**config.mk**
```make
export PLATFORM = sky130hd
export DESIGN_NAME = vdd_cell
export DESIGN_NICKNAME = d
export VERILOG_FILES = /design/src/rtl/vdd_pkg.sv /design/src/rtl/vdd_cell.sv
export SDC_FILE = /design/constraint.sdc
export NUM_CORES = 1
export LEC_CHECK = 0
export BUFFER_PORTS_ARGS = -buffer_cell sky130_fd_sc_hd__buf_4
export CAP_MARGIN = 10
export CORE_AREA = 2 2 174 176
export CTS_BUF_LIST = sky130_fd_sc_hd__clkbuf_4
export CTS_CLUSTER_SIZE = 40
export DETAILED_ROUTE_END_ITERATION = 8
export DIE_AREA = 0 0 176 178
export GPL_ROUTABILITY_DRIVEN = 0
export PLACE_DENSITY = 0.7
export SETUP_SLACK_MARGIN = 0.3
export SLEW_MARGIN = 20
export SYNTH_ARGS = -nofsm -noshare
export SYNTH_HDL_FRONTEND = slang
export SYNTH_SLANG_ARGS = --single-unit
```
**constraint.sdc**
```tcl
create_clock -name clock -period 14.1 [get_ports clock]
set_input_delay 2.82 -clock clock [delete_from_list [all_inputs] [get_ports clock]]
set_output_delay 2.82 -clock clock [all_outputs]
set_load 0.02 [all_outputs]
```
**src/rtl/vdd_pkg.sv**
```systemverilog
`timescale 1ns / 1ps
// Shared types and constants for the voxel density dissolve block.
package vdd_pkg;

   localparam int FIELD_W    = 24;
   localparam int SPEED_W    = 17;
   localparam int NUM_COLORS = 3;
   localparam int INDEX_W    = 2;

   localparam logic [SPEED_W-1:0] INV_SPEED_RESET = 17'd65536;

   typedef enum logic [INDEX_W-1:0] {
      REG_INV_SPEED    = 2'd0,
      REG_LOG_MODE     = 2'd1,
      REG_HEAT_ENABLE  = 2'd2,
      REG_COLOR_ENABLE = 2'd3
   } reg_index_type;

   typedef struct packed {
      logic [SPEED_W-1:0] inv_speed;
      logic               log_mode;
      logic               heat_enable;
      logic               color_enable;
   } cfg_type;

   typedef struct packed {
      logic [FIELD_W-1:0]        density_in;
      logic signed [FIELD_W-1:0] heat_in;
      logic [FIELD_W-1:0]        red_in;
      logic [FIELD_W-1:0]        green_in;
      logic [FIELD_W-1:0]        blue_in;
      logic                      last_in;
   } req_type;

   typedef struct packed {
      logic [FIELD_W-1:0]        density_out;
      logic signed [FIELD_W-1:0] heat_out;
      logic [FIELD_W-1:0]        red_out;
      logic [FIELD_W-1:0]        green_out;
      logic [FIELD_W-1:0]        blue_out;
      logic                      last_out;
   } rsp_type;

   // Result of the first stage: new density and heat, colors still untouched.
   typedef struct packed {
      logic [FIELD_W-1:0]                  density;
      logic signed [FIELD_W-1:0]           heat;
      logic [NUM_COLORS-1:0][FIELD_W-1:0]  color;
      logic [FIELD_W-1:0]                  divisor;
      logic                                last;
      logic                                divide;
      logic                                scale_log;
   } front_type;

   // One color lane of the divider: partial remainder and the word that
   // shifts dividend bits out and quotient bits in.
   typedef struct packed {
      logic [FIELD_W-1:0] rem;
      logic [FIELD_W-1:0] acc;
   } lane_type;

   typedef struct packed {
      lane_type [NUM_COLORS-1:0] lane;
      logic [FIELD_W-1:0]        divisor;
      logic                      divide;
      logic [FIELD_W-1:0]        density;
      logic signed [FIELD_W-1:0] heat;
      logic                      last;
   } cell_type;

endpackage

```
**src/rtl/vdd_cell.sv**
```systemverilog
`timescale 1ns / 1ps
// One divider cell: one quotient bit for each of the three color lanes.
module vdd_cell (
   input  logic               clock,
   input  logic               reset,
   input  logic               up_valid,
   output logic               up_ready,
   input  vdd_pkg::cell_type  up_data,
   output logic               dn_valid,
   input  logic               dn_ready,
   output vdd_pkg::cell_type  dn_data
);
   import vdd_pkg::*;

   cell_type data_ff, data_in;
   logic     valid_ff, valid_in;

   always_comb begin
      logic [FIELD_W:0] trial;
      logic [FIELD_W:0] diff;
      logic             ge;
      data_in = up_data;
      for (int k = 0; k < NUM_COLORS; k++) begin
         trial = {up_data.lane[k].rem, up_data.lane[k].acc[FIELD_W-1]};
         diff  = trial - {1'b0, up_data.divisor};
         ge    = trial >= {1'b0, up_data.divisor};
         if (up_data.divide) begin
            data_in.lane[k].rem = ge ? diff[FIELD_W-1:0] : trial[FIELD_W-1:0];
            data_in.lane[k].acc = {up_data.lane[k].acc[FIELD_W-2:0], ge};
         end
      end
   end

   assign up_ready = !valid_ff || dn_ready;
   assign valid_in = up_ready ? up_valid : valid_ff;

   always_ff @(posedge clock) begin
      if (reset) begin
         valid_ff <= 1'b0;
      end else begin
         valid_ff <= valid_in;
      end
   end

   always_ff @(posedge clock) begin
      if (up_ready && up_valid) begin
         data_ff <= data_in;
      end
   end

   assign dn_valid = valid_ff;
   assign dn_data  = data_ff;

endmodule

```
Yosys cells after proc, flatten, opt, wreduce, memory -nomap -nowiden

Index checks and enable logic that the tools add are counted.

Register bits after elaboration: 219
Logic and storage cells: 27

Add/subtract/negate cells: 3
Reduce and logical (&&, ||, !) cells: 3
Muxes and demuxes: 6
Order comparisons: 3

Operators with widths:

| kind                | count |
|---|---|
| $mux W48            | 3 |
| $ge A25 B24 Y1      | 3 |
| $mux W24            | 3 |
| $sub A24 B24 Y24    | 3 |
| $logic_and A1 B1 Y1 | 1 |
| $logic_not A1 Y1    | 1 |
| $logic_or A1 B1 Y1  | 1 |

Logic depth before layout (Yosys ltp)

Word-level depth: 3
Gate-level depth with buffers: 14

Worst setup path before layout

No wires, ideal clock.

Kind: input -> register
Start: in dn_ready
End: reg data_ff (netlist bit dn_data[0]), enable pin
Arrival time: 8.079 ns
Library setup time: 0.605 ns
Stages: 2
Path buffers: 0
Setup slack: 5.416 ns
Path through: nand2b_1 and2_1

Word-level cells in the longest chain between the ends: 2

Ends and longest elaborated chain:

| element              | RTL line       | text |
|---|---|---|
| start, declared      | vdd_cell.sv:10 | `input logic dn_ready,` |
| $logic_or A1 B1 Y1   | vdd_cell.sv:34 | `assign up_ready = !valid_ff \|\| dn_ready;` |
| $logic_and A1 B1 Y1  | vdd_cell.sv:46 | `if (up_ready && up_valid) begin` |
| end signal, assigned | vdd_cell.sv:47 | `data_ff <= data_in;` |
| end, declared        | vdd_cell.sv:15 | `cell_type data_ff, data_in;` |

Every way passes these cells.
A chain may end at the register's enable or synchronous reset.

Worst setup path after layout

Start: in dn_ready
End: out up_ready

Word-level cells in the longest chain between the ends: 1

Ends and longest elaborated chain:

| element            | RTL line       | text |
|---|---|---|
| $logic_or A1 B1 Y1 | vdd_cell.sv:34 |  |
| end, declared      | vdd_cell.sv:7  | `output logic up_ready,` |

Every way passes these cells.

==> flow_summary.yaml <==
yosys:
  synth-main-ff-cell: "edfxtp_1"
  yosys_register_bits: 219
  syn_inst: 1094
  synth-edff-count: 218
  avgSynthCellArea_um2: 11.5
  synthesis.nets: 1391
  ys_seq_area_share_pct: 52.2
  async_flop_share_pct: 0
  synth_cell_types: 65
  synth.cell_area_mm2: 0.0126
  yosysWarnings: 0
final_layout:
  multi_input_area_mm2: 0.00562
  area_delta_synth_final_pct: 35.0
  regArea_mm2: 0.00657
  stdcell_count: 2001
  fin_util_pct: 57.8
  nets: 1860
  drive_gt1_share_pct: 38.8
  fillCellCount: 2543
placed_design:
  hpwl_mm: 31.1
  port_buffers: 441
  dp.cells: 1892
pwr:
  leakage_nw: 7.45
  power_density_mw_per_mm2: 109
  ir_drop_mv: 0.0465
sta:
  rsz0062_at_grt: "false"
  setup_tns_ns: 0
  hold_viol_final: 0
  maxSlewViolCount: 0
  relSlewSlack_pct: 30.7
  fin_skew_ns: 0.0408
  period_needed_ns: 6.09
  maxClockFrequency_mhz: 164
  hold_slack_ns: 0.553
  setup_viol: 0
  worst_slew_pin_slew_ns: 1.04
  fin_crit_sh_pct: 43.2
min_path:
  min_path_cells: 2
  hold_class: "reg -> reg"
floorplan:
  ios: 442
  start_util_pct: 42.8
  die-area_mm2: 0.0313
  dieHeight_um: 178
  core_area_mm2: 0.0294
  rows: 63
  die_x_um: 176
setup_path:
  max_stage_delay_ns: 0.17
  cp_num_cells: 3
  startpoint_type: "primary input"
  path_buf_inv: 2
  worstSetupPathType: "in -> out"
  slowest_stage: "nand2b_1"
  crit_top_cell: "buf_4"
  cp_cell_sequence: "buf_4 -> nand2b_1 -> buf_4"
  crit_path_max_fanout: 3
  crit_arrival_ns: 3.27
  cp-end-kind: "primary output"
  r2r_cells: 4
  required_ns: 11.28
  cp_top_family: "buffers and inverters"
cts:
  numCtsBuffers: 59
  post_cts_buffers: 0
  ctsResizeCount: 0
  cts_sinks: 219
  clkTransAtPathRegs_ns: 0.07
  cts_tree: "built"
  cts_hold_buf: 0
  cts_root_buf: "clkbuf_4"
  clkLatencyLatePin_ns: 0.72
  h-tree-depth: 2
  cts.path.max_buffers: 3
run_status:
  status: "complete, no violations"
global_route:
  grt_usage_pct: 24.8
  antenna_found_initial: 3
  grt_max_degree: 79
  overflow: 0
  grt_pass1_wl_mm: 59.1
  grt_pass1_vias: 10200
detailed_routing:
  wl_per_cell_um: 20.2
  drt_first_iter_violations: 610
  via_per_inst: 5.25
  routed_wl_mm: 40.5
  first_pass_iters: 5
  vias: 10500
  drc: 0
  ant_nets: 0
run:
  maxCapViolCount: 0
==> cell usage in the layout (no fill, tap or decap), drive strengths merged, types with 49 or more instances in the layout <==
cell	instances
inv	49
mux2	72
o21ai	55
nand2	59
nor2	112
ha	72
clkbuf	84
edfxtp	218
a21oi	126
buf	449
==> kinds of logic after synthesis <==
logic type / Yosys count / synth area share [%]
flip-flops: 219 / 52.2
XOR/XNOR: 57 / 3.97
buffers and inverters: 91 / 3.13
multiplexers: 117 / 10.0
AND/OR/NAND/NOR: 233 / 8.10
AO/OA/AOI/OAI: 302 / 14.9
adder cells (fa/ha/maj): 75 / 7.64
==> cell type report <==
cell class                 count  share of cell area (%)
clock inverter                22                   0.619
clock buffer                  84                    3.71
inverter                      50                    1.11
multi-input combinational    784                    33.1
tap                          390                    2.87
sequential                   219                    38.7
timing repair buffer         449                    19.9
antenna                        3                  0.0442
==> worst min-delay path, stage by stage, from the launching register on <==
cell and delay, ns:
dfxtp_1 0.32, nand2b_1 0.12, a21oi_1 0.08
==> per-layer routing <==
layer  global-route usage [%]  part of all wire (%)  vias to the layer above  wire length [um]
met5                        0                     0                        -                 0
met4                     7.82                   2.4                        0               980
met3                     5.73                   6.9                       62              2790
met2                     42.6                    49                      396             20000
met1                     31.1                    41                     4952             16700
li1                         -                     -                     5096                 -
==> registers in the layout, summed over array words and instances, names as in the netlist <==
signal	count
dn_data	218
dn_valid	1
==> stage by stage <==
stage               setup slack, ns  cell area [um^2]  power (mW)
CTS                            8.01             17000        1.87
global placement               7.98             16200        1.30
finish                         8.01             17000        1.85
detailed placement             7.88             16200        1.30
global route                   7.99             17000        1.95
floorplan                      5.42             12600        1.12
==> power breakdown <==
group	internal (mW)	switching [mW]	total, mW	leakage [nW]
Combinational	0.217	0.280	0.497	4.91
Sequential	0.781	0.0161	0.797	2.11
Clock	0.276	0.279	0.555	0.430
==> Yosys cell counts, types with 3 or more instances <==
| master | number | share of area, % |
|---|---|---|
| a31o_2 | 3 | 0.21 |
| and2_1 | 4 | 0.20 |
| fa_1 | 3 | 0.48 |
| a211oi_1 | 12 | 0.72 |
| buf_4 | 5 | 0.30 |
| buf_6 | 4 | 0.36 |
| o21ai_1 | 6 | 0.24 |
| o31a_1 | 4 | 0.28 |
| a31oi_1 | 4 | 0.20 |
| clkbuf_1 | 29 | 0.87 |
| nand2b_1 | 4 | 0.20 |
| edfxtp_1 | 218 | 52 |
| nand4_1 | 9 | 0.45 |
| nor4_1 | 6 | 0.30 |
| a21o_1 | 37 | 2.2 |
| a21boi_0 | 3 | 0.18 |
| a21oi_1 | 123 | 4.9 |
| o31ai_1 | 8 | 0.48 |
| mux2_2 | 72 | 6.4 |
| nor2b_1 | 8 | 0.40 |
| ha_1 | 72 | 7.2 |
| nor3_1 | 8 | 0.32 |
| o211ai_1 | 4 | 0.24 |
| inv_1 | 49 | 1.5 |
| o21a_1 | 14 | 0.84 |
| xor2_1 | 28 | 1.9 |
| nand2_1 | 59 | 1.8 |
| nor2_1 | 112 | 3.3 |
| o22ai_1 | 3 | 0.15 |
| a211o_1 | 3 | 0.21 |
| o21bai_1 | 3 | 0.18 |
| o21ai_0 | 49 | 1.9 |
| a21oi_2 | 3 | 0.21 |
| and3_1 | 5 | 0.25 |
| nand3_1 | 11 | 0.44 |
| xnor2_1 | 29 | 2.0 |
| mux2i_1 | 45 | 3.6 |
==> path summary, 6_finish.rpt <==
kind            start      endpoint  slack [ns]
min reg2reg  dn_valid      dn_valid        0.55
max reg2reg  dn_valid  dn_data[121]       11.42
min          dn_valid      dn_valid        0.55
max          dn_ready      up_ready        8.01
(Power assumes the default switching activity.)
