$ cat src/rtl/vdd_pkg.sv
`timescale 1ns / 1ps
// Shared types and constants for the voxel density dissolve block.
package vdd_pkg;

   localparam int FIELD_W    = 24;
   localparam int SPEED_W    = 17;
   localparam int NUM_COLORS = 3;
   localparam int INDEX_W    = 2;

   localparam logic [SPEED_W-1:0] INV_SPEED_RESET = 17'd65536;

   typedef enum logic [INDEX_W-1:0] {
      REG_INV_SPEED    = 2'd0,
      REG_LOG_MODE     = 2'd1,
      REG_HEAT_ENABLE  = 2'd2,
      REG_COLOR_ENABLE = 2'd3
   } reg_index_type;

   typedef struct packed {
      logic [SPEED_W-1:0] inv_speed;
      logic               log_mode;
      logic               heat_enable;
      logic               color_enable;
   } cfg_type;

   typedef struct packed {
      logic [FIELD_W-1:0]        density_in;
      logic signed [FIELD_W-1:0] heat_in;
      logic [FIELD_W-1:0]        red_in;
      logic [FIELD_W-1:0]        green_in;
      logic [FIELD_W-1:0]        blue_in;
      logic                      last_in;
   } req_type;

   typedef struct packed {
      logic [FIELD_W-1:0]        density_out;
      logic signed [FIELD_W-1:0] heat_out;
      logic [FIELD_W-1:0]        red_out;
      logic [FIELD_W-1:0]        green_out;
      logic [FIELD_W-1:0]        blue_out;
      logic                      last_out;
   } rsp_type;

   // Result of the first stage: new density and heat, colors still untouched.
   typedef struct packed {
      logic [FIELD_W-1:0]                  density;
      logic signed [FIELD_W-1:0]           heat;
      logic [NUM_COLORS-1:0][FIELD_W-1:0]  color;
      logic [FIELD_W-1:0]                  divisor;
      logic                                last;
      logic                                divide;
      logic                                scale_log;
   } front_type;

   // One color lane of the divider: partial remainder and the word that
   // shifts dividend bits out and quotient bits in.
   typedef struct packed {
      logic [FIELD_W-1:0] rem;
      logic [FIELD_W-1:0] acc;
   } lane_type;

   typedef struct packed {
      lane_type [NUM_COLORS-1:0] lane;
      logic [FIELD_W-1:0]        divisor;
      logic                      divide;
      logic [FIELD_W-1:0]        density;
      logic signed [FIELD_W-1:0] heat;
      logic                      last;
   } cell_type;

endpackage

$ cat src/rtl/vdd_scale.sv
`timescale 1ns / 1ps
// Second stage: color products and loading of the divider lanes.
module vdd_scale #(
   parameter int FRAC_BITS = 16,
   localparam int StepW = FRAC_BITS + 1,
   localparam int MulW  = (StepW > vdd_pkg::FIELD_W) ? StepW : vdd_pkg::FIELD_W
) (
   input  logic                clock,
   input  logic                reset,
   input  logic                up_valid,
   output logic                up_ready,
   input  vdd_pkg::front_type  up_data,
   input  logic [MulW-1:0]     up_factor,
   output logic                dn_valid,
   input  logic                dn_ready,
   output vdd_pkg::cell_type   dn_data
);
   import vdd_pkg::*;

   localparam int ProdW = FIELD_W + MulW;

   cell_type data_ff, data_in;
   logic     valid_ff, valid_in;

   always_comb begin
      logic [ProdW-1:0] prod;
      data_in.divisor = up_data.divisor;
      data_in.divide  = up_data.divide;
      data_in.density = up_data.density;
      data_in.heat    = up_data.heat;
      data_in.last    = up_data.last;
      for (int k = 0; k < NUM_COLORS; k++) begin
         prod = ProdW'(up_data.color[k]) * ProdW'(up_factor);
         if (up_data.scale_log) begin
            data_in.lane[k].rem = '0;
            data_in.lane[k].acc = prod[FRAC_BITS +: FIELD_W];
         end else if (up_data.divide) begin
            // The quotient fits the field since the new density never
            // exceeds the old one, so the upper half is below the divisor.
            data_in.lane[k].rem = prod[2*FIELD_W-1:FIELD_W];
            data_in.lane[k].acc = prod[FIELD_W-1:0];
         end else begin
            data_in.lane[k].rem = '0;
            data_in.lane[k].acc = up_data.color[k];
         end
      end
   end

   assign up_ready = !valid_ff || dn_ready;
   assign valid_in = up_ready ? up_valid : valid_ff;

   always_ff @(posedge clock) begin
      if (reset) begin
         valid_ff <= 1'b0;
      end else begin
         valid_ff <= valid_in;
      end
   end

   always_ff @(posedge clock) begin
      if (up_ready && up_valid) begin
         data_ff <= data_in;
      end
   end

   assign dn_valid = valid_ff;
   assign dn_data  = data_ff;

endmodule

$ cat config.mk
export PLATFORM = sky130hd
export DESIGN_NAME = vdd_scale
export DESIGN_NICKNAME = d
export VERILOG_FILES = /design/src/rtl/vdd_pkg.sv /design/src/rtl/vdd_scale.sv
export SDC_FILE = /design/constraint.sdc
export NUM_CORES = 2
export LEC_CHECK = 0
export BUFFER_PORTS_ARGS = -buffer_cell sky130_fd_sc_hd__clkbuf_2
export CAP_MARGIN = 5
export CORE_ASPECT_RATIO = 1.1
export CORE_MARGIN = 2
export CORE_UTILIZATION = 30
export CTS_CLUSTER_SIZE = 25
export DETAILED_ROUTE_END_ITERATION = 8
export GPL_ROUTABILITY_DRIVEN = 0
export PLACE_DENSITY = 0.45
export SETUP_SLACK_MARGIN = 0.3
export SLEW_MARGIN = 20
export SYNTH_ARGS = -nofsm -noshare
export SYNTH_HDL_FRONTEND = slang
export SYNTH_SLANG_ARGS = --single-unit
$ cat constraint.sdc
create_clock -name clock -period 7.2 [get_ports clock]
set_input_delay 0.72 -clock clock [delete_from_list [all_inputs] [get_ports clock]]
set_output_delay 0.72 -clock clock [all_outputs]
set_load 0.02 [all_outputs]
[Yosys cells after proc, flatten, opt, wreduce, memory -nomap -nowiden]
Cells that the tools add are included.
Operators by class
  add/subtract/negate cells: 0
  multipliers: 3
  div/mod/pow operators: 0
  $lt $le $gt $ge: 0
  eq/ne operators: 0
  shifts and indexed selects: 0
  multiplexer cells: 6
  bitwise operators: 1
  reduce and logical (&&, ||, !) cells: 4
Operator list (count)
  $mul 24x24->48: 3
  $mux 24: 6
  $reduce_or 2->1: 1
  $logic_and 1x1->1: 1
  $logic_not 1->1: 1
  $logic_or 1x1->1: 1
  $not 1->1: 1
Word-level totals
  register bits: 219
  latch bits: 0
  bits in writable memories: 0
  memory bits (read-only): 0
  input bits: 175
  output and inout port bits: 220
  memories kept: 0

[Depth between registers and ports, before layout]
  depth in word-level cells: 3
  mapped depth: 28
  depth with buffers taken out: 25

[Worst setup path before layout]
Ideal clock, no wire load.
  kind: in2reg
  start: input port up_factor[3]
  end: register data_ff, in the netlist dn_data[192], data pin
  arrival: 7.050 ns
  required time: 6.937 ns
  slack: -0.112 ns
  cell stages on the path: 28
  buffers on the path: 3
  cells stage by stage: clkbuf_1 clkbuf_1 nand2_1 fa_1 inv_1 fa_1 inv_1 fa_1 inv_1 fa_1 inv_1 fa_1 inv_1 fa_1 inv_1 fa_1 inv_1 ha_1 buf_2 and3_1 nand4_1 nor3b_1 a21oi_2 nand4_1 a31oi_2 o21ai_0 a21boi_0 o31ai_1
RTL lines
  start, declared: line vdd_scale.sv:13  | input logic [MulW-1:0] up_factor,
  end signal, assigned: line vdd_scale.sv:62  | data_ff <= data_in;
  end, declared: line vdd_scale.sv:22  | cell_type data_ff, data_in;

[Worst setup path in the final report]
  start: input port up_data[34] (netlist bit)
  end: register data_ff, in the netlist dn_data[119], data pin
Between the ends
  cells in the longest elaborated chain, start to end: 1
RTL lines
  start, declared: line vdd_scale.sv:12  | input vdd_pkg::front_type up_data,
  $mul 24x24->48: line vdd_scale.sv:33  | prod = ProdW'(up_data.color[k]) * ProdW'(up_factor);
No other way between the ends.
A chain may end at the register's enable or synchronous reset.

==> impl_metrics.toml <==
[run_status]
outcome = "complete, no violations"

[timing]
setup_violations = 0
final.period_utilization = 0.9430
fin_ws_ns = 0.4107
hold_violations = 0
report.final.slew_viol_count = 0
fmax_mhz = 147.3
grt_setup_unrepaired = "yes"
timing.max_slew.rel_slack = 0.4535
final_period_minus_worst_setup_slack_ns = 6.789
worst-slew-pin-transition_ns = 0.8197
hold_ws_ns = 0.1555
clock-skew-final_ns = 0.03977

[synth]
synth-xor-area-share = 0.01605
yosys_warnings = 0
adder_and_majority_gate_portion_of_the_synthesized_area = 0.5418
post_synthesis_net_count = 9259
synth_cells = 7116
multiplexer_fraction_of_the_synthesized_cell_area = 0.004471
synth_edf_count = 218
yosys.area.top_type = "fa_1"
synth_compound_area_frac = 0.05401
synth-simple-area-share = 0.1645
yosys-top-cells-area = "fa_1 (44%), edfxtp_1 (10%), ha_1 (10%)"
netlist-cell-type-count = 77
ys_ff_latch = 219
largest_family_of_logic_cells_by_synthesized_area = "adder cells"
synth_top_area_share = 0.4420
syn-cell-area_mm2 = 0.06549
avgSynthCellArea_um2 = 9.203
yosysSeqAreaShare = 0.1003
ys.flop_type = "edfxtp_1"
fraction_of_registers_with_async_set_reset = 0

[run]
drv_cap = 0

[route]
drc = 0
routedWlPerCell_um = 19.55
drt-total-wl_um = 212600
first_pass_iters = 6
ant_nets = 0
initialDrtViolationCount = 2244
via_count = 49370
viasPerCell = 4.540

[clocking]
latest_clock_arrival_within_the_worst_skew_pair_ns = 0.71
cts.sinks = 219
htree_levels = 1
cts_root_buf = "clkbuf_16"
cts.clk_slew.worst_paths_ns = 0.06
cts_tree = "done"
clock_tree.buffer_depth = 3
num_cts_buffers = 31

[die]
io_pins = 395
floorplan.rows = 179
initial_utilization = 0.3024
die-width_um = 449.5
core_mm2 = 0.2166
fp.dieArea_mm2 = 0.2221
die-height_um = 494.0

[cells_and_area]
number_of_inserted_filler_cells_in_the_final_layout = 22340
flow.area_growth_from_synthesis_pct = 21.55
finalNetCount = 10090
finalCoreUtilization = 0.3675
drive_above_1_share = 0.1876

[min_path]
cell_count_of_the_worst_hold_path = 2
type_of_the_tightest_min_delay_check = "in -> reg"

[placement]
place_ws_ns = -0.6443
place_hpwl_um = 180300
io_buffers = 394

[worst_setup_path]
data_required_critical_path_ns = 7.64
r2r_slack_ns = 4.77
timing.critical_path.fanout_max = 12
reg2regPathDepth = 4
setup.worst_path.end_class = "register"
critPathLaunchType = "primary input"
timing.critical_path.arrival_ns = 7.23
critical_path_class = "in -> reg"

[global_route]
initial_antenna_violation_count = 12
grt_first_pass_wirelength_um = 329400
all_layer_gr_usage = 0.1924
grt_max_degree = 102
global_route.overflow_total = 0
first_global_vias = 54910
==> path summary, 6_finish.rpt <==
kind / start / endpoint
hold / removal: reset / dn_valid
setup reg to reg: dn_valid / dn_data[100]
setup / recovery: up_data[34] / dn_data[119]
hold reg to reg: dn_valid / dn_valid
==> worst max-delay path, cell delays in order <==
cell      delay (ns)
clkbuf_2        0.10
buf_12          0.15
buf_6           0.14
buf_12          0.13
and2_1          0.16
fa_1            0.53
inv_1           0.05
fa_1            0.47
inv_1           0.06
fa_1            0.52
fa_1            0.60
fa_2            0.46
fa_1            0.51
inv_1           0.05
fa_1            0.50
inv_1           0.07
ha_4            0.28
buf_4           0.12
nand3_2         0.10
or4_1           0.51
o32a_1          0.36
a21oi_2         0.25
a311oi_2        0.13
xor2_1          0.18
nor2_1          0.05
==> synth_stat cells (3+ instances only) <==
cell / n
a211o_1: 5
a211oi_1: 45
a211oi_2: 4
a21boi_0: 4
a21o_1: 78
a21oi_1: 179
a21oi_2: 4
a221oi_1: 4
a22oi_1: 6
a311oi_1: 4
a31oi_1: 16
and2_1: 888
and3_1: 17
and4_1: 4
buf_1: 5
buf_2: 7
clkbuf_1: 394
edfxtp_1: 218
fa_1: 1446
ha_1: 522
inv_1: 1665
mux2i_1: 27
nand2_1: 976
nand2b_1: 16
nand3_1: 25
nand4_1: 24
nor2_1: 122
nor2b_1: 38
nor3_1: 23
nor3b_1: 12
o2111ai_1: 5
o211ai_1: 13
o21a_1: 18
o21ai_0: 92
o21ai_1: 11
o21ba_2: 3
o21bai_1: 18
o31ai_1: 7
o31ai_2: 3
or3_1: 5
xnor2_1: 73
xor2_1: 47
==> registers in the layout, indices dropped and copies added, names as in the netlist <==
signal / cells
dn_valid: 1
dn_data: 218
==> cells in the final DEF, fill, tap and decap left out, drive strengths merged, types with 8 or more instances in the layout <==
cell type	instances
edfxtp	218
nand3	25
mux2i	27
nor2	122
a21oi	183
nand2	976
nor2b	38
o31ai	10
o211ai	15
clkinv	8
nor3	24
o21bai	18
inv	1668
xor2	47
and3	17
xnor2	73
nand2b	16
ha	522
a21o	78
clkbuf	410
nor3b	13
and2	888
o21ai	103
bufinv	10
nand4	24
fa	1446
o21a	18
a31oi	18
a211oi	49
buf	832
==> cells by family after synthesis <==
| logic type | count (synthesis) |
|---|---|
| AO/OA/AOI/OAI | 546 |
| XOR/XNOR | 120 |
| adder cells (fa/ha/maj) | 1968 |
| buffers and inverters | 2072 |
| flip-flops | 219 |
| multiplexers | 29 |
| AND/OR/NAND/NOR | 2162 |
==> cell type report <==
cell class                      instances  area [µm²]  share of cell area
Clock inverter                         25       416.7            0.005234
Tap cell                             2896        3623             0.04552
Multi-Input combinational cell       4825       52410              0.6584
Sequential cell                       219        6566             0.08249
Timing Repair Buffer                 1209        9545              0.1199
Inverter                             1665        6250             0.07851
Antenna cell                            3       7.507          0.00009431
Clock buffer                           33       783.3            0.009840
==> per-stage QoR <==
step                      setup TNS [ns]  instance area [µm²]  instances
after floorplan                        0                65970       7116
after global placement            -42.03                76690      10790
after detailed placement          -44.08                76690      10790
after CTS                              0                78000      10850
after global routing                   0                79600      10870
final                                  0                79600      10880
==> what timing repair did <==
item | 4_1_cts | 5_1_grt
gates resized for setup | 18 | 290
setup endpoints to repair | 28 | 105
setup buffers | 4 | 15
hold buffers | 0 | 0
cloned | 0 | 8
pin swaps | 7 | 149
==> metal layers <==
layer | GRT usage | vias to the layer above | share of wire
li1 | - | 22680 | -
met1 | 0.2583 | 25570 | 0.44
met2 | 0.3301 | 936 | 0.48
met3 | 0.02473 | 179 | 0.048
met4 | 0.04252 | 8 | 0.028
met5 | 0 | - | 0.00023
Power is left out: the tool's default activity adds up to more than one toggle a clock period on the data nets, which glitch-free logic cannot reach.
