===== config.mk =====
export PLATFORM = sky130hd
export DESIGN_NAME = vdd_front
export DESIGN_NICKNAME = d
export VERILOG_FILES = /design/src/rtl/vdd_pkg.sv /design/src/rtl/vdd_front.sv
export SDC_FILE = /design/constraint.sdc
export NUM_CORES = 2
export LEC_CHECK = 0
export BUFFER_PORTS_ARGS = -buffer_cell sky130_fd_sc_hd__buf_2
export CAP_MARGIN = 20
export CORE_ASPECT_RATIO = 0.6
export CORE_UTILIZATION = 65
export DETAILED_ROUTE_END_ITERATION = 6
export GPL_TIMING_DRIVEN = 0
export PLACE_DENSITY_LB_ADDON = 0.25
export REMOVE_ABC_BUFFERS = 1
export SETUP_SLACK_MARGIN = 0.02
export SLEW_MARGIN = 15
export SYNTH_ARGS = -nofsm -noshare
export SYNTH_HDL_FRONTEND = slang
export SYNTH_SLANG_ARGS = --single-unit
export TNS_END_PERCENT = 5

===== constraint.sdc =====
create_clock -name clock -period 29.3 [get_ports clock]
set_input_delay 2.93 -clock clock [delete_from_list [all_inputs] [get_ports clock]]
set_output_delay 2.93 -clock clock [all_outputs]
set_load 0.02 [all_outputs]

===== src/rtl/vdd_pkg.sv =====
`timescale 1ns / 1ps
// Shared types and constants for the voxel density dissolve block.
package vdd_pkg;

   localparam int FIELD_W    = 24;
   localparam int SPEED_W    = 17;
   localparam int NUM_COLORS = 3;
   localparam int INDEX_W    = 2;

   localparam logic [SPEED_W-1:0] INV_SPEED_RESET = 17'd65536;

   typedef enum logic [INDEX_W-1:0] {
      REG_INV_SPEED    = 2'd0,
      REG_LOG_MODE     = 2'd1,
      REG_HEAT_ENABLE  = 2'd2,
      REG_COLOR_ENABLE = 2'd3
   } reg_index_type;

   typedef struct packed {
      logic [SPEED_W-1:0] inv_speed;
      logic               log_mode;
      logic               heat_enable;
      logic               color_enable;
   } cfg_type;

   typedef struct packed {
      logic [FIELD_W-1:0]        density_in;
      logic signed [FIELD_W-1:0] heat_in;
      logic [FIELD_W-1:0]        red_in;
      logic [FIELD_W-1:0]        green_in;
      logic [FIELD_W-1:0]        blue_in;
      logic                      last_in;
   } req_type;

   typedef struct packed {
      logic [FIELD_W-1:0]        density_out;
      logic signed [FIELD_W-1:0] heat_out;
      logic [FIELD_W-1:0]        red_out;
      logic [FIELD_W-1:0]        green_out;
      logic [FIELD_W-1:0]        blue_out;
      logic                      last_out;
   } rsp_type;

   // Result of the first stage: new density and heat, colors still untouched.
   typedef struct packed {
      logic [FIELD_W-1:0]                  density;
      logic signed [FIELD_W-1:0]           heat;
      logic [NUM_COLORS-1:0][FIELD_W-1:0]  color;
      logic [FIELD_W-1:0]                  divisor;
      logic                                last;
      logic                                divide;
      logic                                scale_log;
   } front_type;

   // One color lane of the divider: partial remainder and the word that
   // shifts dividend bits out and quotient bits in.
   typedef struct packed {
      logic [FIELD_W-1:0] rem;
      logic [FIELD_W-1:0] acc;
   } lane_type;

   typedef struct packed {
      lane_type [NUM_COLORS-1:0] lane;
      logic [FIELD_W-1:0]        divisor;
      logic                      divide;
      logic [FIELD_W-1:0]        density;
      logic signed [FIELD_W-1:0] heat;
      logic                      last;
   } cell_type;

endpackage


===== src/rtl/vdd_front.sv =====
`timescale 1ns / 1ps
// First stage: decay step, new density and new heat.
module vdd_front #(
   parameter int FRAC_BITS = 16,
   localparam int StepW = FRAC_BITS + 1,
   localparam int MulW  = (StepW > vdd_pkg::FIELD_W) ? StepW : vdd_pkg::FIELD_W
) (
   input  logic                clock,
   input  logic                reset,
   input  vdd_pkg::cfg_type    cfg,
   input  logic                up_valid,
   output logic                up_ready,
   input  vdd_pkg::req_type    up_data,
   output logic                dn_valid,
   input  logic                dn_ready,
   output vdd_pkg::front_type  dn_data,
   output logic [MulW-1:0]     dn_factor
);
   import vdd_pkg::*;

   localparam int SatW  = (SPEED_W > StepW) ? SPEED_W : StepW;
   localparam int ProdW = FIELD_W + StepW;

   logic [SatW-1:0]    one_w;
   logic [SatW-1:0]    speed_w;
   logic [SatW-1:0]    step_w;
   logic [SatW-1:0]    fac_w;
   logic [StepW-1:0]   step;
   logic [StepW-1:0]   fac;
   logic [MulW-1:0]    step_l;
   logic [MulW-1:0]    dens_l;
   logic [MulW-1:0]    hmag_l;
   logic [MulW-1:0]    dens_diff;
   logic [MulW-1:0]    heat_diff;
   logic [ProdW-1:0]   dens_prod;
   logic [ProdW-1:0]   heat_prod;
   logic [FIELD_W-1:0] hraw;
   logic               hneg;
   logic [FIELD_W-1:0] hmag;
   logic [FIELD_W-1:0] new_dens;
   logic [FIELD_W-1:0] heat_mag;
   logic [FIELD_W-1:0] new_heat;

   front_type          data_ff, data_in;
   logic [MulW-1:0]    factor_ff, factor_in;
   logic               valid_ff, valid_in;

   always_comb begin
      one_w   = SatW'(1) << FRAC_BITS;
      speed_w = SatW'(cfg.inv_speed);
      step_w  = (speed_w > one_w) ? one_w : speed_w;
      fac_w   = one_w - step_w;
      step    = step_w[StepW-1:0];
      fac     = fac_w[StepW-1:0];
   end

   always_comb begin
      hraw   = up_data.heat_in;
      hneg   = hraw[FIELD_W-1];
      hmag   = hneg ? (~hraw + 1'b1) : hraw;
      step_l = MulW'(step);
      dens_l = MulW'(up_data.density_in);
      hmag_l = MulW'(hmag);

      dens_prod = ProdW'(up_data.density_in) * ProdW'(fac);
      heat_prod = ProdW'(hmag) * ProdW'(fac);
      dens_diff = (dens_l > step_l) ? (dens_l - step_l) : '0;
      heat_diff = (hmag_l < step_l) ? '0 : (hmag_l - step_l);

      if (cfg.log_mode) begin
         new_dens = dens_prod[FRAC_BITS +: FIELD_W];
         heat_mag = heat_prod[FRAC_BITS +: FIELD_W];
      end else begin
         new_dens = dens_diff[FIELD_W-1:0];
         heat_mag = heat_diff[FIELD_W-1:0];
      end
      new_heat = hneg ? (~heat_mag + 1'b1) : heat_mag;
   end

   always_comb begin
      data_in.density   = new_dens;
      data_in.heat      = cfg.heat_enable ? new_heat : hraw;
      data_in.color[0]  = up_data.red_in;
      data_in.color[1]  = up_data.green_in;
      data_in.color[2]  = up_data.blue_in;
      data_in.divisor   = up_data.density_in;
      data_in.last      = up_data.last_in;
      data_in.divide    = cfg.color_enable && !cfg.log_mode && (up_data.density_in != '0);
      data_in.scale_log = cfg.color_enable && cfg.log_mode;
      // Colors are later multiplied by the log factor or by the new density.
      factor_in         = cfg.log_mode ? MulW'(fac) : MulW'(new_dens);
   end

   assign up_ready = !valid_ff || dn_ready;
   assign valid_in = up_ready ? up_valid : valid_ff;

   always_ff @(posedge clock) begin
      if (reset) begin
         valid_ff <= 1'b0;
      end else begin
         valid_ff <= valid_in;
      end
   end

   always_ff @(posedge clock) begin
      if (up_ready && up_valid) begin
         data_ff   <= data_in;
         factor_ff <= factor_in;
      end
   end

   assign dn_valid  = valid_ff;
   assign dn_data   = data_ff;
   assign dn_factor = factor_ff;

endmodule


-- Yosys cells after proc, flatten, opt, wreduce, memory -nomap -nowiden
Cells that the tools add are included.
- register bits after elaboration: 172
- input port bits: 145
- output and inout bits: 173
- $add $sub $neg: 5
- $mul: 2
- order comparisons: 3
- multiplexer cells: 9
- bitwise logic cells: 2
- reductions and logical operators: 8
- operators with widths (cell ; count):
    two-way mux 24 bit ; 7
    multiplier 24 x 17 -> 40 bit ; 2
    adder 24 x 1 -> 24 bit, second input constant ; 2
    NOT 24 bit ; 2
    subtractor 24 x 17 -> 24 bit ; 2
    two-way mux 17 bit ; 2
    > comparator 24 x 17 -> 1 bit ; 1
    < comparator 24 x 17 -> 1 bit ; 1
    nonzero test 24 bit ; 1
    > comparator 17 bit, second input constant ; 1
    subtractor 17 bit, first input constant ; 1
    logical AND 1 bit ; 4
    logical NOT 1 bit ; 2
    logical OR 1 bit ; 1

-- Longest topological paths before layout
- depth after elaboration: 10
- mapped depth: 38
- depth with buffers taken out: 36

-- Least setup slack after synthesis
No wires, ideal clock.
- path kind: input to register
- start point: input cfg[7] (netlist name)
- end point: register data_ff, in the netlist dn_data[122] (data pin)
- setup time: 0.259 ns
- arrival time: 12.311 ns
- required time: 29.041 ns
- path slack: 16.730 ns
- stages on the path: 34
- path buffers: 1
- cells stage by stage: or4_1 or3_1 nor2_1 nand2_1 nor3_1 nand2_1 o21ai_0 nand2_1 xnor2_1 clkbuf_1 nand2_1 fa_1 inv_1 fa_1 inv_1 fa_1 inv_1 fa_1 fa_1 inv_1 fa_1 inv_1 ha_1 a21oi_1 o21ai_1 a211o_1 o31a_1 a2111oi_0 o21ai_0 a32oi_1 o211ai_1 nor4_4 a211oi_1 a211o_1
- RTL lines (element ; line ; source):
    from (decl) ; vdd_front.sv:10 ; input vdd_pkg::cfg_type cfg,
    to (signal assigned) ; vdd_front.sv:107 ; data_ff <= data_in;
    to (decl) ; vdd_front.sv:44 ; front_type data_ff, data_in;

==> out/metrics.csv <==
metric;value;unit
status;finished, violations left;
cp.arrival;14.86;ns
start_util;66.2;%
drv_cap;0;
path_max_fanout;20;
crit_required;29.53;ns
clk_pin_slew;0.08;ns
ctsLongestPathBuffers;2;
antenna_found_initial;3;
gp_congestion;1.02;
dp_hpwl;81.2;mm
die_w;301;um
clock_latency;0.49;ns
cpMostUsedCell;fa_1;
drt-total-wl;103;mm
port_buffers;317;
syn_to_final_growth;10.1;%
grt_usage;38.7;%
grt_pass1_wl;161;mm
dr.pass1.iters;7;
drv_slew;0;
rsz0062_at_grt;no;
vias_per_cell;6.03;
ys_seq_area_share;14.8;%
crit_path_max_incr_delay;0.86;ns
grt_max_degree;63;
cts.sink_count;172;
hp-class;register to register;
drive_gt1_share;12.0;%
vias;28900;
critPathLaunchType;input port;
synth_edf_count;171;
violations;DRC;
cts_buffers;17;
setup_tns;0;ns
max_freq;68.4;MHz
cts_tree;done;
relSlewSlack;17.6;%
first_global_vias;28800;
dieArea;54700;um2
cts-resized-gates;0;
wl_per_cell;21.5;um
holdWs;0.589;ns
synth_ff_type;edfxtp_1;
htree_num_levels;4;
setup_viol;0;
synth.distinct_cells;82;
ys_warn_count;0;
root_buffer;clkbuf_16;
final_nets;5127;
die_h;182;um
hold_violations;0;
ys_ff_latch;172;
period_needed;14.62;ns
ant_nets;0;
avgSynthCellArea;9.00;um2
critPathCaptureType;register;
num_rows;65;
syn_inst;3880;
num-fill-cells;3860;
slowest_stage;nor4_1;
drcViolationCount;8;
drtIter0Drc;3628;
grt_overflow;0;
path_class;input port to register;
skew;0.0105;ns
ios;318;
period_share;49.9;%
async_flop_share;0;%
coreArea;52800;um2
tightest_slew;1.23;ns
postCtsHoldBufs;0;
synth_area;34900;um2
postCtsSetupBuffers;0;
==> layer usage <==
| layer | vias to the layer above | part of all wire [%] | GRT usage (%) |
|---|---|---|---|
| li1 | 12500 | - | - |
| met1 | 14100 | 38 | 53.9 |
| met2 | 2032 | 43 | 56.3 |
| met3 | 328 | 15 | 13.8 |
| met4 | 0 | 4.0 | 13.4 |
| met5 | - | 0 | 0 |
==> sequential cells by signal, indices dropped and copies added, names as in the netlist <==
| signal | flops |
|---|---|
| dn_valid | 1 |
| dn_data | 147 |
| dn_factor | 24 |
==> critical path: cells and delay by family <==
kind	cells	cell delay, ns
AND/OR/NAND/NOR	12	4.07
adder cells (fa/ha/maj)	7	3.29
AO/OA/AOI/OAI	7	3.12
buffers and inverters	6	0.79
XOR/XNOR	1	0.64
==> layout make-up <==
type | count | area (um2) | area share, %
multi-input cells | 2702 | 26300 | 68.3
diodes | 5 | 12.5 | 0.0325
flip-flops and latches | 172 | 5150 | 13.4
clock inverters | 15 | 144 | 0.374
clock buffers | 17 | 425 | 1.11
well taps | 703 | 880 | 2.29
inverters | 804 | 3020 | 7.85
repair buffers | 376 | 2560 | 6.65
==> final timing paths <==
| check | slack, ns | cells past startpoint | endpoint | from |
|---|---|---|---|---|
| worst max register to register | 27.49 | 4 | dn_data[122]$_DFFE_PP_ | dn_valid$_SDFFE_PP0N_ |
| worst min register to register | 0.59 | 2 | dn_valid$_SDFFE_PP0N_ | dn_valid$_SDFFE_PP0N_ |
| worst max-delay path | 14.68 | 33 | dn_data[121]$_DFFE_PP_ | cfg[7] |
| worst min-delay path | 0.59 | 2 | dn_valid$_SDFFE_PP0N_ | dn_valid$_SDFFE_PP0N_ |
==> metrics by stage <==
stage | worst slack [ns] | utilization [%] | std cells | cell area, um2
floorplan | 14.83 | - | 3678 | 34200
global placement | 8.77 | 69.4 | 4698 | 36600
detailed placement | 14.61 | 71.7 | 4754 | 37800
CTS | 15.13 | 72.8 | 4786 | 38400
global route | 14.45 | 72.9 | 4792 | 38500
finish | 14.68 | 72.9 | 4794 | 38500
==> cells in the mapped netlist (10+ instances only) <==
master / n / share of area (%)
fa_1: 654 / 37
o22ai_1: 17 / 0.30
buf_1: 13 / 0.14
or3_1: 15 / 0.27
a21oi_1: 84 / 1.2
and3_1: 93 / 1.7
inv_1: 802 / 8.6
a31oi_1: 10 / 0.18
nand2_1: 724 / 7.8
nor2b_1: 10 / 0.18
nor3_1: 27 / 0.39
o21a_1: 10 / 0.21
and2_1: 99 / 1.8
clkbuf_1: 186 / 2.0
a21o_1: 35 / 0.75
ha_1: 255 / 9.1
a211oi_1: 12 / 0.26
nand3_1: 35 / 0.50
edfxtp_1: 171 / 15
mux2_2: 14 / 0.45
nand4_1: 23 / 0.41
xor2_1: 52 / 1.3
o31ai_1: 19 / 0.41
xnor2_1: 77 / 1.9
o211ai_1: 18 / 0.39
nor2_1: 142 / 1.5
o41ai_1: 10 / 0.25
o21ai_0: 85 / 1.2
nand2b_1: 22 / 0.39
==> cells by family (layout without fill, tap and decap cells) <==
group,after synthesis,in the layout,share of synthesized area (%)
AOI/OAI and AO/OA,394,394,7.56
other,0,5,0
buffers and inverters,1006,1212,10.8
muxes,23,23,0.709
and+or+nand+nor,1247,1247,16.3
adders and majority gates,909,909,46.6
DFF,172,172,14.8
xor gates and xnor gates,129,129,3.24
==> cell usage in the layout, fill, tap and decap left out, drive strengths merged, types with 52 or more instances in the layout <==
cell and count:
nand2 724, o21ai 89, fa 654, xor2 52
buf 376, and3 93, nor2 142, a21oi 84
edfxtp 171, inv 810, and2 101, ha 255
xnor2 77
Power is not shown: default switching activity piles up to over one toggle a cycle in this logic, so the estimate is an artifact.
